$ cat src/rtl/lss_pkg.sv
// Types and codes shared by the LIFO stack controller and datapath.
package lss_pkg;

    // Request operation codes; codes 6 and 7 are unused and act as no-ops.
    typedef enum logic [2:0] {
        OP_PUSH    = 3'd0,
        OP_POP     = 3'd1,
        OP_PEEK    = 3'd2,
        OP_CLEAR   = 3'd3,
        OP_SORT    = 3'd4,
        OP_REVERSE = 3'd5
    } op_t;

    // Result status codes.
    typedef enum logic [1:0] {
        ST_DONE  = 2'd0,
        ST_EMPTY = 2'd1,
        ST_FULL  = 2'd2
    } status_t;

    // Micro-operations that the controller issues to the datapath.
    typedef enum logic [3:0] {
        DP_NOP,
        DP_PUSH,
        DP_POP,
        DP_CLEAR,
        DP_RD_TOP,
        DP_SORT_INIT,
        DP_SORT_RD0,
        DP_SORT_LD,
        DP_SORT_RDN,
        DP_SORT_STEP,
        DP_SORT_TAIL,
        DP_REV_INIT,
        DP_REV_RD_LO,
        DP_REV_RD_HI,
        DP_REV_WR_LO,
        DP_REV_WR_HI
    } dp_op_t;

    // Controller states.
    typedef enum logic [3:0] {
        S_IDLE,
        S_PEEK,
        S_SORT_CHK,
        S_SORT_LD,
        S_SORT_ICHK,
        S_SORT_CMP,
        S_REV_CHK,
        S_REV_RH,
        S_REV_WL,
        S_REV_WH
    } state_t;

    // Command from the controller to the datapath.
    typedef struct packed {
        dp_op_t  op;
        logic    res_load;
        logic    res_peek;
        status_t res_status;
    } cmd_t;

    // Status from the datapath to the controller.
    typedef struct packed {
        logic empty;
        logic full;
        logic pass_more;
        logic step_more;
        logic rev_more;
        logic out_free;
    } dp_stat_t;

endpackage

$ cat src/rtl/lss_ctrl.sv
// Controller state machine of the LIFO stack: decodes requests and sequences sort and reverse.
module lss_ctrl (
    input  logic              aclk,
    input  logic              aresetn,
    input  logic              s_tvalid,
    input  logic [2:0]        req_type,
    input  lss_pkg::dp_stat_t stat,
    output logic              s_tready,
    output lss_pkg::cmd_t     cmd
);
    import lss_pkg::*;

    state_t state_reg;
    state_t state_next;
    op_t    req_op;
    logic   accept;

    assign req_op = op_t'(req_type);
    assign accept = s_tvalid && s_tready;

    // State register.
    always_ff @(posedge aclk) begin
        if (!aresetn) begin
            state_reg <= S_IDLE;
        end else begin
            state_reg <= state_next;
        end
    end

    // Next-state logic.
    always_comb begin
        state_next = state_reg;
        case (state_reg)
            S_IDLE: begin
                if (accept) begin
                    case (req_op)
                        OP_PEEK:    state_next = stat.empty ? S_IDLE : S_PEEK;
                        OP_SORT:    state_next = S_SORT_CHK;
                        OP_REVERSE: state_next = S_REV_CHK;
                        default:    state_next = S_IDLE;
                    endcase
                end
            end
            S_PEEK:      state_next = S_IDLE;
            S_SORT_CHK:  state_next = stat.pass_more ? S_SORT_LD : S_IDLE;
            S_SORT_LD:   state_next = S_SORT_ICHK;
            S_SORT_ICHK: state_next = stat.step_more ? S_SORT_CMP : S_SORT_CHK;
            S_SORT_CMP:  state_next = S_SORT_ICHK;
            S_REV_CHK:   state_next = stat.rev_more ? S_REV_RH : S_IDLE;
            S_REV_RH:    state_next = S_REV_WL;
            S_REV_WL:    state_next = S_REV_WH;
            S_REV_WH:    state_next = S_REV_CHK;
            default:     state_next = S_IDLE;
        endcase
    end

    // Output logic: handshake and datapath commands.
    always_comb begin
        s_tready       = 1'b0;
        cmd.op         = DP_NOP;
        cmd.res_load   = 1'b0;
        cmd.res_peek   = 1'b0;
        cmd.res_status = ST_DONE;
        case (state_reg)
            S_IDLE: begin
                s_tready = stat.out_free;
                if (s_tvalid && stat.out_free) begin
                    case (req_op)
                        OP_PUSH: begin
                            cmd.res_load = 1'b1;
                            if (stat.full) begin
                                cmd.res_status = ST_FULL;
                            end else begin
                                cmd.op = DP_PUSH;
                            end
                        end
                        OP_POP: begin
                            cmd.res_load = 1'b1;
                            if (stat.empty) begin
                                cmd.res_status = ST_EMPTY;
                            end else begin
                                cmd.op = DP_POP;
                            end
                        end
                        OP_PEEK: begin
                            if (stat.empty) begin
                                cmd.res_load   = 1'b1;
                                cmd.res_status = ST_EMPTY;
                            end else begin
                                cmd.op = DP_RD_TOP;
                            end
                        end
                        OP_CLEAR: begin
                            cmd.op       = DP_CLEAR;
                            cmd.res_load = 1'b1;
                        end
                        OP_SORT:    cmd.op = DP_SORT_INIT;
                        OP_REVERSE: cmd.op = DP_REV_INIT;
                        default:    cmd.res_load = 1'b1;
                    endcase
                end
            end
            S_PEEK: begin
                cmd.res_load = 1'b1;
                cmd.res_peek = 1'b1;
            end
            S_SORT_CHK: begin
                if (stat.pass_more) begin
                    cmd.op = DP_SORT_RD0;
                end else begin
                    cmd.res_load = 1'b1;
                end
            end
            S_SORT_LD:   cmd.op = DP_SORT_LD;
            S_SORT_ICHK: cmd.op = stat.step_more ? DP_SORT_RDN : DP_SORT_TAIL;
            S_SORT_CMP:  cmd.op = DP_SORT_STEP;
            S_REV_CHK: begin
                if (stat.rev_more) begin
                    cmd.op = DP_REV_RD_LO;
                end else begin
                    cmd.res_load = 1'b1;
                end
            end
            S_REV_RH:    cmd.op = DP_REV_RD_HI;
            S_REV_WL:    cmd.op = DP_REV_WR_LO;
            S_REV_WH:    cmd.op = DP_REV_WR_HI;
            default:     cmd.op = DP_NOP;
        endcase
    end

endmodule

$ cat src/rtl/lss_dp.sv
// Datapath of the LIFO stack: entry memory, count, sort and reverse pointers, result register.
module lss_dp #(
    parameter int DEPTH = 16
) (
    input  logic               aclk,
    input  logic               aresetn,
    input  lss_pkg::cmd_t      cmd,
    input  logic signed [31:0] push_value,
    input  logic               m_tready,
    output lss_pkg::dp_stat_t  stat,
    output logic               m_tvalid,
    output logic signed [31:0] top_value,
    output logic [1:0]         status,
    output logic [4:0]         entry_count
);
    import lss_pkg::*;

    localparam int ADDR_W = $clog2(DEPTH);
    localparam int CNT_W  = $clog2(DEPTH + 1);
    localparam logic [CNT_W-1:0] DEPTH_C = CNT_W'(DEPTH);

    // Entry memory, index 0 at the bottom.
    logic signed [31:0] mem [DEPTH];
    logic signed [31:0] rdata_reg;

    logic              wr_en;
    logic [ADDR_W-1:0] wr_addr;
    logic signed [31:0] wr_data;
    logic              rd_en;
    logic [ADDR_W-1:0] rd_addr;

    logic [CNT_W-1:0]  count_reg, count_next;
    logic [CNT_W-1:0]  cnt_m1;
    logic [CNT_W-1:0]  pass_reg, pass_next;
    logic [ADDR_W-1:0] idx_reg, idx_next;
    logic [ADDR_W-1:0] lo_reg, lo_next;
    logic [ADDR_W-1:0] hi_reg, hi_next;
    logic signed [31:0] carry_reg, carry_next;
    logic signed [31:0] tmp_reg, tmp_next;
    logic [CNT_W:0]    step_sum;
    logic [31:0]       count_wide;

    logic               m_valid_reg;
    logic signed [31:0] top_reg;
    logic [1:0]         status_reg;
    logic [4:0]         ec_reg;

    assign cnt_m1     = count_reg - CNT_W'(1);
    assign step_sum   = (CNT_W+1)'(idx_reg) + (CNT_W+1)'(pass_reg);
    assign count_wide = 32'(count_next);

    // Micro-operation decode: memory port controls and next values.
    always_comb begin
        wr_en      = 1'b0;
        wr_addr    = idx_reg;
        wr_data    = carry_reg;
        rd_en      = 1'b0;
        rd_addr    = idx_reg;
        count_next = count_reg;
        pass_next  = pass_reg;
        idx_next   = idx_reg;
        lo_next    = lo_reg;
        hi_next    = hi_reg;
        carry_next = carry_reg;
        tmp_next   = tmp_reg;
        case (cmd.op)
            DP_PUSH: begin
                wr_en      = 1'b1;
                wr_addr    = count_reg[ADDR_W-1:0];
                wr_data    = push_value;
                count_next = count_reg + CNT_W'(1);
            end
            DP_POP:   count_next = cnt_m1;
            DP_CLEAR: count_next = '0;
            DP_RD_TOP: begin
                rd_en   = 1'b1;
                rd_addr = cnt_m1[ADDR_W-1:0];
            end
            DP_SORT_INIT: pass_next = CNT_W'(1);
            DP_SORT_RD0: begin
                rd_en    = 1'b1;
                rd_addr  = '0;
                idx_next = '0;
            end
            DP_SORT_LD: carry_next = rdata_reg;
            DP_SORT_RDN: begin
                rd_en   = 1'b1;
                rd_addr = idx_reg + ADDR_W'(1);
            end
            DP_SORT_STEP: begin
                // The greater word settles lower; the smaller one moves on up.
                wr_en   = 1'b1;
                wr_addr = idx_reg;
                if (rdata_reg > carry_reg) begin
                    wr_data = rdata_reg;
                end else begin
                    wr_data    = carry_reg;
                    carry_next = rdata_reg;
                end
                idx_next = idx_reg + ADDR_W'(1);
            end
            DP_SORT_TAIL: begin
                wr_en     = 1'b1;
                wr_addr   = idx_reg;
                wr_data   = carry_reg;
                pass_next = pass_reg + CNT_W'(1);
            end
            DP_REV_INIT: begin
                lo_next = '0;
                hi_next = (count_reg == '0) ? '0 : cnt_m1[ADDR_W-1:0];
            end
            DP_REV_RD_LO: begin
                rd_en   = 1'b1;
                rd_addr = lo_reg;
            end
            DP_REV_RD_HI: begin
                rd_en    = 1'b1;
                rd_addr  = hi_reg;
                tmp_next = rdata_reg;
            end
            DP_REV_WR_LO: begin
                wr_en   = 1'b1;
                wr_addr = lo_reg;
                wr_data = rdata_reg;
            end
            DP_REV_WR_HI: begin
                wr_en   = 1'b1;
                wr_addr = hi_reg;
                wr_data = tmp_reg;
                lo_next = lo_reg + ADDR_W'(1);
                hi_next = hi_reg - ADDR_W'(1);
            end
            default: begin
                wr_en = 1'b0;
            end
        endcase
    end

    // Memory with one write port and one registered read port.
    always_ff @(posedge aclk) begin
        if (wr_en) begin
            mem[wr_addr] <= wr_data;
        end
        if (rd_en) begin
            rdata_reg <= mem[rd_addr];
        end
    end

    // Entry count.
    always_ff @(posedge aclk) begin
        if (!aresetn) begin
            count_reg <= '0;
        end else begin
            count_reg <= count_next;
        end
    end

    // Sort and reverse working registers.
    always_ff @(posedge aclk) begin
        pass_reg  <= pass_next;
        idx_reg   <= idx_next;
        lo_reg    <= lo_next;
        hi_reg    <= hi_next;
        carry_reg <= carry_next;
        tmp_reg   <= tmp_next;
    end

    // Result register: holds one result beat until it is taken.
    always_ff @(posedge aclk) begin
        if (!aresetn) begin
            m_valid_reg <= 1'b0;
        end else if (cmd.res_load) begin
            m_valid_reg <= 1'b1;
        end else if (m_tready) begin
            m_valid_reg <= 1'b0;
        end
    end

    always_ff @(posedge aclk) begin
        if (cmd.res_load) begin
            top_reg    <= cmd.res_peek ? rdata_reg : '0;
            status_reg <= cmd.res_status;
            ec_reg     <= count_wide[4:0];
        end
    end

    // Status toward the controller.
    assign stat.empty     = (count_reg == '0);
    assign stat.full      = (count_reg == DEPTH_C);
    assign stat.pass_more = (pass_reg < count_reg);
    assign stat.step_more = (step_sum < (CNT_W+1)'(count_reg));
    assign stat.rev_more  = (lo_reg < hi_reg);
    assign stat.out_free  = !m_valid_reg || m_tready;

    assign m_tvalid    = m_valid_reg;
    assign top_value   = top_reg;
    assign status      = status_reg;
    assign entry_count = ec_reg;

endmodule

$ cat src/rtl/lifo_stack_sort_reverse.sv
// Top level of the bounded LIFO stack with sort and reverse.
//
// A stack of DEPTH signed 32-bit words, one request per input beat and one
// result beat per request. Push, pop and clear are handled without leaving
// the idle state, so such beats can follow each other every cycle while the
// result register is taken. A peek on a non-empty stack passes through the
// peek state because the entry memory has a registered read port; a peek on
// an empty stack answers from the idle state. Sort is a bubble sort through
// the single read and write port of the memory that leaves the smallest
// word on top. Reverse swaps pairs from both ends, reading the low then the
// high entry and writing the low then the high entry of each pair. A
// push onto a full stack is dropped and reports status full; a pop or peek on
// an empty stack reports status empty. A new request is taken only while the
// controller is idle and the result register is empty or being read.
module lifo_stack_sort_reverse #(
    parameter int DEPTH = 16
) (
    input  logic        aclk,
    input  logic        aresetn,
    input  logic        s_tvalid,
    output logic        s_tready,
    input  logic [39:0] s_tdata,  // [2:0] req_type, [34:3] push_value, [39:35] zero
    output logic        m_tvalid,
    input  logic        m_tready,
    output logic [39:0] m_tdata   // [31:0] top_value, [33:32] status,
                                  // [38:34] entry_count, [39] zero
);
    import lss_pkg::*;

    logic [2:0]         req_type;
    logic signed [31:0] push_value;
    logic signed [31:0] top_value;
    logic [1:0]         status;
    logic [4:0]         entry_count;
    cmd_t               cmd;
    dp_stat_t           stat;

    // Unpack the request beat.
    assign req_type   = s_tdata[2:0];
    assign push_value = s_tdata[34:3];

    lss_ctrl u_ctrl (
        .aclk     (aclk),
        .aresetn  (aresetn),
        .s_tvalid (s_tvalid),
        .req_type (req_type),
        .stat     (stat),
        .s_tready (s_tready),
        .cmd      (cmd)
    );

    lss_dp #(
        .DEPTH (DEPTH)
    ) u_dp (
        .aclk        (aclk),
        .aresetn     (aresetn),
        .cmd         (cmd),
        .push_value  (push_value),
        .m_tready    (m_tready),
        .stat        (stat),
        .m_tvalid    (m_tvalid),
        .top_value   (top_value),
        .status      (status),
        .entry_count (entry_count)
    );

    // Pack the result beat.
    assign m_tdata = {1'b0, entry_count, status, top_value};

endmodule

$ cat config.mk
export PLATFORM = sky130hd
export DESIGN_NAME = lifo_stack_sort_reverse
export DESIGN_NICKNAME = d
export VERILOG_FILES = /design/src/rtl/lss_pkg.sv /design/src/rtl/lss_ctrl.sv /design/src/rtl/lss_dp.sv /design/src/rtl/lifo_stack_sort_reverse.sv
export SDC_FILE = /design/constraint.sdc
export NUM_CORES = 1
export LEC_CHECK = 0
export ABC_AREA = 1
export BUFFER_PORTS_ARGS = -buffer_cell sky130_fd_sc_hd__buf_2
export CORE_ASPECT_RATIO = 0.7
export CORE_UTILIZATION = 57
export CTS_CLUSTER_DIAMETER = 120
export DETAILED_ROUTE_END_ITERATION = 10
export MAX_ROUTING_LAYER = met4
export PLACE_DENSITY = 0.77
export SLEW_MARGIN = 25
export SYNTH_ARGS = -nofsm -noshare
export SYNTH_HDL_FRONTEND = slang
export SYNTH_SLANG_ARGS = --single-unit
$ cat constraint.sdc
create_clock -name aclk -period 4.8 [get_ports aclk]
set_input_delay 0.72 -clock aclk [delete_from_list [all_inputs] [get_ports aclk]]
set_output_delay 0.72 -clock aclk [all_outputs]
set_load 0.05 [all_outputs]
-- Word level (Yosys, flattened, before mapping)
Memories as Yosys holds them, arrays and structs flattened. A register that Yosys moved wholly into a read port is not among the register bits.
Cells that the tools add are included.
- output and inout port bits: 42
- flip-flop bits (word level): 130
- memories kept: 1
- memory bits (writable): 512
- bits of input ports: 44
- logic and storage cells: 119
- add/sub/neg operators: 7
- eq/ne operators: 32
- muxes and demuxes: 44
- reduce and logical (&&, ||, !) cells: 19
- order comparisons: 4
- memory list (name ; words ; width ; rd ports ; clocked after memory_dff ; wr ports ; RTL line ; text):
    u_dp.mem ; 16 ; 32 ; 1 ; 1 ; 1 ; lss_dp.sv:23 ; logic signed [31:0] mem [DEPTH];
- operators by type and width (operator ; count):
    32-bit one-hot mux with 4 select lines ; 1
    32-bit 2-to-1 mux ; 2
    32-bit one-hot mux with 2 select lines ; 1
    4-bit equality test (second input constant) ; 10
    4-bit one-hot mux with 9 select lines ; 1
    4-bit by 3-bit equality test with 1-bit output (second input constant) ; 8
    32-bit greater-than comparator ; 1
    4-bit one-hot mux with 8 select lines ; 1
    4-bit one-hot mux with 2 select lines ; 3
    4-bit one-hot mux with 3 select lines ; 2
    4-bit one-hot mux with 6 select lines ; 1
    4-bit one-hot mux with 5 select lines ; 1
    4-bit by 2-bit equality test with 1-bit output (second input constant) ; 4
    5-bit one-hot mux with 3 select lines ; 1
    1-bit 2-to-1 mux ; 14
    3-bit 2-to-1 mux ; 4
    4-bit 2-to-1 mux ; 3
    5-bit by 1-bit adder with 5-bit output (second input constant) ; 2
    5-bit one-hot mux with 2 select lines ; 1
    2-bit nonzero test ; 5
    5-bit OR reduction ; 2
    4-bit by 1-bit adder with 4-bit output (second input constant) ; 2
    4-bit by 1-bit equality test with 1-bit output (second input constant) ; 2
    2-bit 2-to-1 mux ; 4
    other kinds (24) ; 30

-- Depth between registers and ports, before layout
Gate-level depths: netlist of the first run.
- depth after elaboration: 10
- mapped depth: 25
- depth with buffers taken out: 23

-- Hierarchy
Synthesis of the first run repeated with hierarchy kept, for this count alone.
- cell total of the unflattened synthesis: 2718
- area, all modules: 30113.9 sq um
- modules (own cells, without submodules) (module ; area an instance (sq um) ; times used ; sequential area each (sq um) ; cells an instance):
    lss_dp ; 29560.9 ; 1 ; 20059.2 ; 2616
    lss_ctrl ; 541.8 ; 1 ; 80.1 ; 100
    lifo_stack_sort_reverse ; 11.3 ; 1 ; 0.0 ; 2

-- Worst setup path before layout of the first run
Ideal clock, no wire load.
- path type: reg-to-reg
- start: register u_ctrl.state_reg[0]
- end: memory u_dp.mem[4][0] (enable)
- cell stages (with the launch flop): 16
- setup time: 0.421 ns
- clock period less this slack: 5.086 ns
- data required time: 4.379 ns
- arrival time: 4.664 ns
- path slack: -0.286 ns
- buffers on the path: 1
- cells stage by stage: dfxtp_1 -> nand2_1 -> nor2_1 -> inv_2 -> nand3_1 -> nor2_2 -> inv_1 -> nand2_1 -> nor2_1 -> buf_2 -> nand2_1 -> o2111ai_1 -> o21ai_1 -> inv_1 -> nand2_1 -> nor2_1
- word-level cells in the longest chain between the ends: 7
- elaborated cells on any way between the ends: 20
- those cells by class: eq/ne (13); mux (5); reduce/logical (2)
- ends and longest elaborated chain (item ; RTL line ; text):
    from (decl) ; lss_ctrl.sv:13 ; state_t state_reg;
    from (signal assigned) ; lss_ctrl.sv:26 ; state_reg <= state_next;
    4-bit equality test, or another cell as far along ; lss_ctrl.sv:64 ; case (state_reg)
    4-bit one-hot mux with 9 select lines (*) ; lss_ctrl.sv:64 ;
    4-bit equality test or 4-bit by 1-bit equality test with 1-bit output (tied branches) ; lss_dp.sv:66 ; case (cmd.op)
    5-bit OR reduction (no line) ; -- ;
    1-bit 2-to-1 mux ; lss_dp.sv:66 ;
    1-bit 2-to-1 mux ; lss_dp.sv:141 ; if (wr_en) begin
    1-bit 2-to-1 mux (implied by the code) ; lss_dp.sv:142 ; mem[wr_addr] <= wr_data;
    to (decl) ; lss_dp.sv:23 ;
Every way passes the cells marked *; elsewhere a longest branch is shown, timed or not.

-- Worst setup path after layout of the first run
- start: register u_dp.pass_reg[0]
- end: memory u_dp.mem[8][7] (enable)
- word-level cells in the longest chain between the ends: 9
- elaborated cells on any way between the ends: 16
- those cells by class: add/sub (1); order compare (2); eq/ne (5); mux (7); reduce/logical (1)
- ends and longest elaborated chain (item ; RTL line ; text):
    from (decl) ; lss_dp.sv:34 ; logic [CNT_W-1:0] pass_reg, pass_next;
    from (signal assigned) ; lss_dp.sv:160 ; pass_reg <= pass_next;
    4-bit by 5-bit adder with 6-bit output ; lss_dp.sv:49 ; assign step_sum = (CNT_W+1)'(idx_reg) + (CNT_W+1)'(pass_reg);
    6-bit by 5-bit < comparator with 1-bit output ; lss_dp.sv:191 ; assign stat.step_more = (step_sum < (CNT_W+1)'(count_reg));
    2-bit 2-to-1 mux ; lss_ctrl.sv:115 ; S_SORT_ICHK: cmd.op = stat.step_more ? DP_SORT_RDN : DP_SORT_TAIL;
    4-bit one-hot mux with 9 select lines (*) ; lss_ctrl.sv:64 ;
    4-bit equality test or 4-bit by 1-bit equality test with 1-bit output (tied branches) ; lss_dp.sv:66 ;
    5-bit OR reduction (no line) ; -- ;
    1-bit 2-to-1 mux ; lss_dp.sv:66 ;
    1-bit 2-to-1 mux ; lss_dp.sv:141 ;
    1-bit 2-to-1 mux (implied by the code) ; lss_dp.sv:142 ;
Marks and branches as above.

==> impl_metrics.py, run 1 <==
metrics = {
    "die": {
        "die_width_um": 279.8,
        "die_y_um": 196.5,
        "core_um2": 52810,
        "rows": 70,
        "ios": 86,
        "die_area_um2": 54990,
        "initial_core_util_pct": 58.32,
    },
    "power_and_ir_drop": {
        "p_leak_nw": 14.24,
        "p_per_area_nw_per_um2": 385.3,
        "pwr-share-comb_pct": 13.8,
        "switchingPower_mw": 3.535,
        "clockPowerShare_pct": 35.6,
        "max-vdd-ir-drop_mv": 0.3199,
        "power_frac_seq_pct": 50.6,
        "intPower_mw": 9.847,
        "swShare_pct": 26.41,
    },
    "status": {
        "outcome": "finished, final reports clean",
    },
    "routing": {
        "wl_um": 79470,
        "ant_nets": 0,
        "avgViaCountPerCell": 5.918,
        "wl_per_cell_um": 21.28,
        "drt_iter0_markers": 3060,
        "vias": 22100,
        "drc": 0,
        "drt_pass1_iterations": 7,
    },
    "clocking": {
        "tritoncts": "yes",
        "hold_buffers": 0,
        "numCtsBuffers": 59,
        "cts_max_level": 2,
        "cts.sinks": 674,
        "root_buffer": "clkbuf_16",
        "cts_resized": 0,
        "clk_latency_ns": 0.62,
        "cts.reportedPaths.clkPinSlew_ns": 0.07,
        "cts_max_path_buffers": 3,
        "cts_setup_buffers": 0,
    },
    "setup_path": {
        "cp_max_fo": 10,
        "cp.arrival_ns": 4.83,
        "cp_slowest_cell": "fa_1",
        "critPathLaunchType": "register",
        "critical_path_required_ns": 5.11,
        "critical-path-max-stage-delay_ns": 0.47,
        "crit_type": "reg -> reg",
        "cp_num_buf_inv": 3,
        "cpLargestDelayFamily": "simple AND/OR/NAND/NOR gates",
        "cpMostUsedCell": "nand2_1",
        "crit_chain": "ha_1 > fa_1 > xor2_1 > ha_1 > nand2_1 > nand2_1 > nand2_1 > nand2_1 > nand2_1 > nand2_1 > a21oi_2 > nand2_1 > nor2_2 > nand2_1 > o2111ai_1 > o21ai_0 > buf_4 > inv_1 > nand3_1 > nor2_4 > buf_4",
        "endpoint_kind": "register",
    },
    "synth": {
        "syn_inst": 2858,
        "avgSynthCellArea_um2": 10.78,
        "ys_warn_count": 0,
        "synth_cell_type_count": 45,
        "synth.net_count": 2957,
        "ys_seq_elements": 674,
        "syn-cell-area_um2": 30800,
        "ys_seq_area_share_pct": 65.38,
    },
    "sta": {
        "drv_slew": 0,
        "setup_viol": 0,
        "relSlewSlack_pct": 30.64,
        "tightest_slew_ns": 1.036,
        "grt_setup_unrepaired": "no",
        "fin_worst_skew_ns": 0.02506,
        "min_period_ns": 4.518,
        "fmax_mhz": 221.3,
        "fin_crit_sh_pct": 94.13,
        "layout_setup_ws_ns": 0.2819,
        "fin_tns_setup_ns": 0,
        "hold_viol": 0,
    },
    "placement": {
        "place.port_buffers": 79,
        "hpwl_um": 48320,
        "routabilityCongestion": 0.9500,
        "post-place-ws_ns": 0.3817,
    },
    "global_routing": {
        "use_met3_pct": 4.007,
        "antenna_found_initial": 0,
        "use_met2_pct": 45.12,
        "grt_use_met1_pct": 41.74,
        "grt_max_degree": 122,
        "busiest_layer": "met2",
        "track_usage_pct": 29.72,
        "gr-total-overflow": 0,
        "grt_pass1_vias": 21230,
        "grt_first_pass_wirelength_um": 120400,
    },
    "hold_path": {
        "hp-class": "in -> reg",
    },
    "finish": {
        "nets": 3067,
        "area_delta_synth_final_pct": 12.75,
        "largest-register": "u_dp.mem",
        "final_cell_mix": "edfxtp_1 (664), nand3_1 (611), nand2_1 (502)",
        "largest_reg_flops": 512,
        "layout_commonest_cell": "edfxtp_1",
        "drive_gt1_share_pct": 11.14,
        "fill_cells": 3744,
        "n_antenna_cell": 0,
    },
    "run": {
        "drv_cap": 0,
    },
}
## per-layer routing
layer / up-vias / share of wire (%)
li1: 9949 / -
met1: 10550 / 41
met2: 1400 / 46
met3: 201 / 11
met4: 0 / 3.1
met5: - / 0
## cell usage after synthesis, drive strengths merged
cell type,count,area share [%]
inv,491,6.0
and3,1,0.020
o21bai,5,0.12
xnor2,4,0.11
nand3b,92,2.2
a31oi,3,0.061
or2,4,0.081
o221ai,3,0.085
o2111ai,2,0.057
nand3,612,10
dfxtp,10,0.65
conb,1,0.012
a21oi,31,0.52
nand4,12,0.28
and2,1,0.020
o22ai,4,0.081
a32oi,2,0.057
edfxtp,664,65
buf,128,2.4
nor2,96,1.2
nor4,2,0.041
o21a,1,0.024
o21ai,21,0.35
xor2,8,0.23
o211ai,35,0.85
a22oi,31,0.76
clkbuf,21,0.26
nand2,512,6.4
a311oi,1,0.028
ha,54,2.2
fa,1,0.065
nor3,5,0.081
## logic make-up after synthesis
kind of cell / Yosys count / share of synthesized area, %
AND/OR/NAND/NOR: 1337 / 20.35
flip-flops: 674 / 65.38
buffers and inverters: 640 / 8.660
AO/OA/AOI/OAI: 139 / 2.994
adder cells (fa/ha/maj): 55 / 2.259
XOR/XNOR: 12 / 0.3412
other: 1 / 0.01217
## power by group through the flow
stage          clock network, mW  registers (mW)  logic [mW]
6_report                    4.77            6.77        1.85
5_1_grt                     5.01            6.78        1.99
3_3_place_gp                   0            6.89        1.73
3_5_place_dp                   0            6.90        1.79
4_1_cts                     4.80            6.77        1.81
2_1_floorplan                  0            7.03        1.06
## worst min-delay path, delay by kind of cell
kind	cells	cell delay, ns
buf+inv	2	0.11
simple gates	1	0.06
compound gates	1	0.06
## layout make-up
type / instances / area [µm²] / area share [%]
timing repair buffer: 198 / 1742 / 5.015
multi-input combinational: 1544 / 8182 / 23.56
tap: 720 / 900.9 / 2.594
clock buffer: 72 / 1525 / 4.392
clock inverter: 36 / 394.1 / 1.135
sequential: 674 / 20140 / 57.99
inverter: 491 / 1846 / 5.314
## worst paths after layout
check                         from             end  slack (ns)  depth (start not counted)
setup / recovery  u_dp.pass_reg[0]  u_dp.mem[8][7]        0.28                         21
hold / removal            m_tready   u_dp.m_tvalid        0.39                          4
setup reg to reg  u_dp.pass_reg[0]  u_dp.mem[8][7]        0.28                         21
hold reg to reg      u_dp.m_tvalid   u_dp.m_tvalid        0.51                          2
## per-stage QoR
| stage | power [mW] | cell area, µm² | hold slack, ns | util [%] | instances |
|---|---|---|---|---|---|
| after floorplan | 8.089 | 30800 | 0.4689 | - | 2858 |
| after global placement | 8.626 | 32640 | 0.4888 | 61.80 | 3601 |
| after detailed placement | 8.686 | 32730 | 0.5027 | 61.98 | 3616 |
| after CTS | 13.38 | 34650 | 0.3774 | 65.61 | 3724 |
| after global routing | 13.78 | 34730 | 0.4272 | 65.76 | 3735 |
| final | 13.38 | 34730 | 0.3940 | 65.76 | 3735 |
(Power assumes the default switching activity.)
==> inputs of run 2 (changes only) <==
- CORE_UTILIZATION: 57 -> 59
- PLACE_DENSITY: 0.77 -> 0.76
- clock period: 4.8 -> 5.9 ns (I/O delays scaled with it)
==> impl_metrics.py, run 2 (synthesized netlist as in run 1, its figures left out) <==
metrics = {
    "status": {
        "outcome": "complete, but fails checks",
        "violations": "design-rule violations",
    },
    "die": {
        "initial_core_util_pct": 60.27,
        "rows": 69,
        "die_width_um": 275.1,
        "die_y_um": 193.2,
        "core_um2": 51110,
        "die_area_um2": 53140,
        "ios": 86,
    },
    "finish": {
        "multi_input_area_um2": 8182,
        "final_cell_mix": "edfxtp_1 (664), nand3_1 (611), nand2_1 (502)",
        "area_delta_synth_final_pct": 10.79,
        "n_antenna_cell": 0,
        "nets": 3028,
        "design_area_um2": 34130,
        "ff_latch_area_um2": 20140,
        "largest-register": "u_dp.mem",
        "drive_gt1_share_pct": 10.08,
        "largest_reg_flops": 512,
        "layout_commonest_cell": "edfxtp_1",
        "final_cells": 3649,
        "fill_cells": 3630,
    },
    "clocking": {
        "cts_setup_buffers": 0,
        "cts_max_level": 2,
        "cts_max_path_buffers": 3,
        "numCtsBuffers": 60,
        "cts.sinks": 674,
        "cts.reportedPaths.clkPinSlew_ns": 0.07,
        "clk_latency_ns": 0.63,
        "tritoncts": "yes",
        "cts_resized": 0,
        "root_buffer": "clkbuf_16",
        "hold_buffers": 0,
    },
    "routing": {
        "drt_iter0_markers": 2708,
        "wl_per_cell_um": 21.05,
        "vias": 21660,
        "drc": 3,
        "drt_pass1_iterations": 9,
        "avgViaCountPerCell": 5.936,
        "ant_nets": 0,
        "wl_um": 76810,
    },
    "placement": {
        "hpwl_um": 43960,
        "place.port_buffers": 79,
        "placed_cell_area_um2": 32160,
        "routabilityCongestion": 0.9110,
        "place_inst": 3537,
    },
    "setup_path": {
        "critical_path_required_ns": 6.24,
        "crit_type": "reg -> reg",
        "cp.arrival_ns": 5.59,
        "ff2ff_setup_slack_ns": 0.65,
        "endpoint_kind": "register",
        "cp_max_fo": 210,
        "critPathLaunchType": "register",
    },
    "global_routing": {
        "grt_first_pass_wirelength_um": 116500,
        "gr-total-overflow": 0,
        "grt_max_degree": 226,
        "track_usage_pct": 30.09,
        "antenna_found_initial": 1,
        "grt_pass1_vias": 20700,
    },
    "power_and_ir_drop": {
        "p_total_mw": 10.85,
        "p_leak_nw": 14.00,
        "max-vdd-ir-drop_mv": 0.2967,
        "p_per_area_nw_per_um2": 317.9,
    },
    "sta": {
        "grt_setup_unrepaired": "no",
        "hold_ws_ns": 0.5159,
        "tightest_slew_ns": 1.140,
        "min_period_ns": 5.255,
        "fin_tns_setup_ns": 0,
        "fin_worst_skew_ns": 0.03272,
        "fin_crit_sh_pct": 89.06,
        "setup_viol": 0,
        "relSlewSlack_pct": 23.98,
        "fmax_mhz": 190.3,
        "hold_viol": 0,
        "drv_slew": 0,
    },
    "hold_path": {
        "hp-class": "reg -> reg",
    },
    "run": {
        "drv_cap": 0,
    },
}
[run 2: changes by cell type in the layout (fill, tap and decap cells not counted), sizes merged]
| cell | before | now |
|---|---|---|
| inv | 493 | 492 |
| clkbuf | 78 | 71 |
| buf | 192 | 155 |
| clkinv | 24 | 29 |
[run 2: path summary, 6_finish.rpt]
path,start,endpoint,cells past startpoint
worst min register to register,u_dp.m_tvalid,u_dp.m_tvalid,2
worst min-delay path,u_dp.m_tvalid,u_dp.m_tvalid,2
worst max register to register,u_dp.idx_reg[0],u_dp.rdata_reg[20],21
worst max-delay path,u_dp.idx_reg[0],u_dp.rdata_reg[20],21
[run 2: per-stage QoR]
step,worst slack [ns],utilization (%)
floorplan,0.8145,-
global placement,0.9346,62.92
detailed placement,0.8701,62.92
CTS,0.8420,66.71
global route,0.4425,66.77
finish,0.6452,66.77
[run 2: final cells by class]
class                      instances  share of cell area [%]
clock buffer                      68                   4.488
clock inverter                    40                   1.199
inverter                         491                   5.408
multi-input combinational       1544                   23.97
sequential                       674                   59.01
tap                              674                   2.471
timing repair buffer             158                   3.446
[run 2: routing by layer]
| metal | routed length, µm | share of wire, % | track usage, % |
|---|---|---|---|
| met4 | 2586 | 3.4 | 11.41 |
| met3 | 7895 | 10 | 3.926 |
| met1 | 30890 | 40 | 41.36 |
| met5 | 0 | 0 | - |
| met2 | 35450 | 46 | 46.22 |
[run 2: worst max-delay path, stage by stage (launching register included)]
cell and delay (ns):
edfxtp_1 0.54, ha_1 0.29, fa_1 0.45, xor2_1 0.18, ha_1 0.29, nand2_1 0.07
nand2_1 0.05, nand2_1 0.06, nand2_1 0.04, nand2_1 0.07, nand2_1 0.13, nand2_2 0.22
nand4_2 0.16, nand2_4 0.36, inv_2 0.13, nand2_8 0.29, buf_12 0.61, nand3_1 0.19
nand3_1 0.16, nand3_1 0.10, nand3_1 0.12, nand2_1 0.15
[run 2: power breakdown]
group          leakage (nW)  switching (mW)  internal, mW
registers              6.10          0.0626          5.44
logic                  6.95            1.05         0.386
clock network         0.946            1.73          2.17
total                  14.0            2.85          8.00
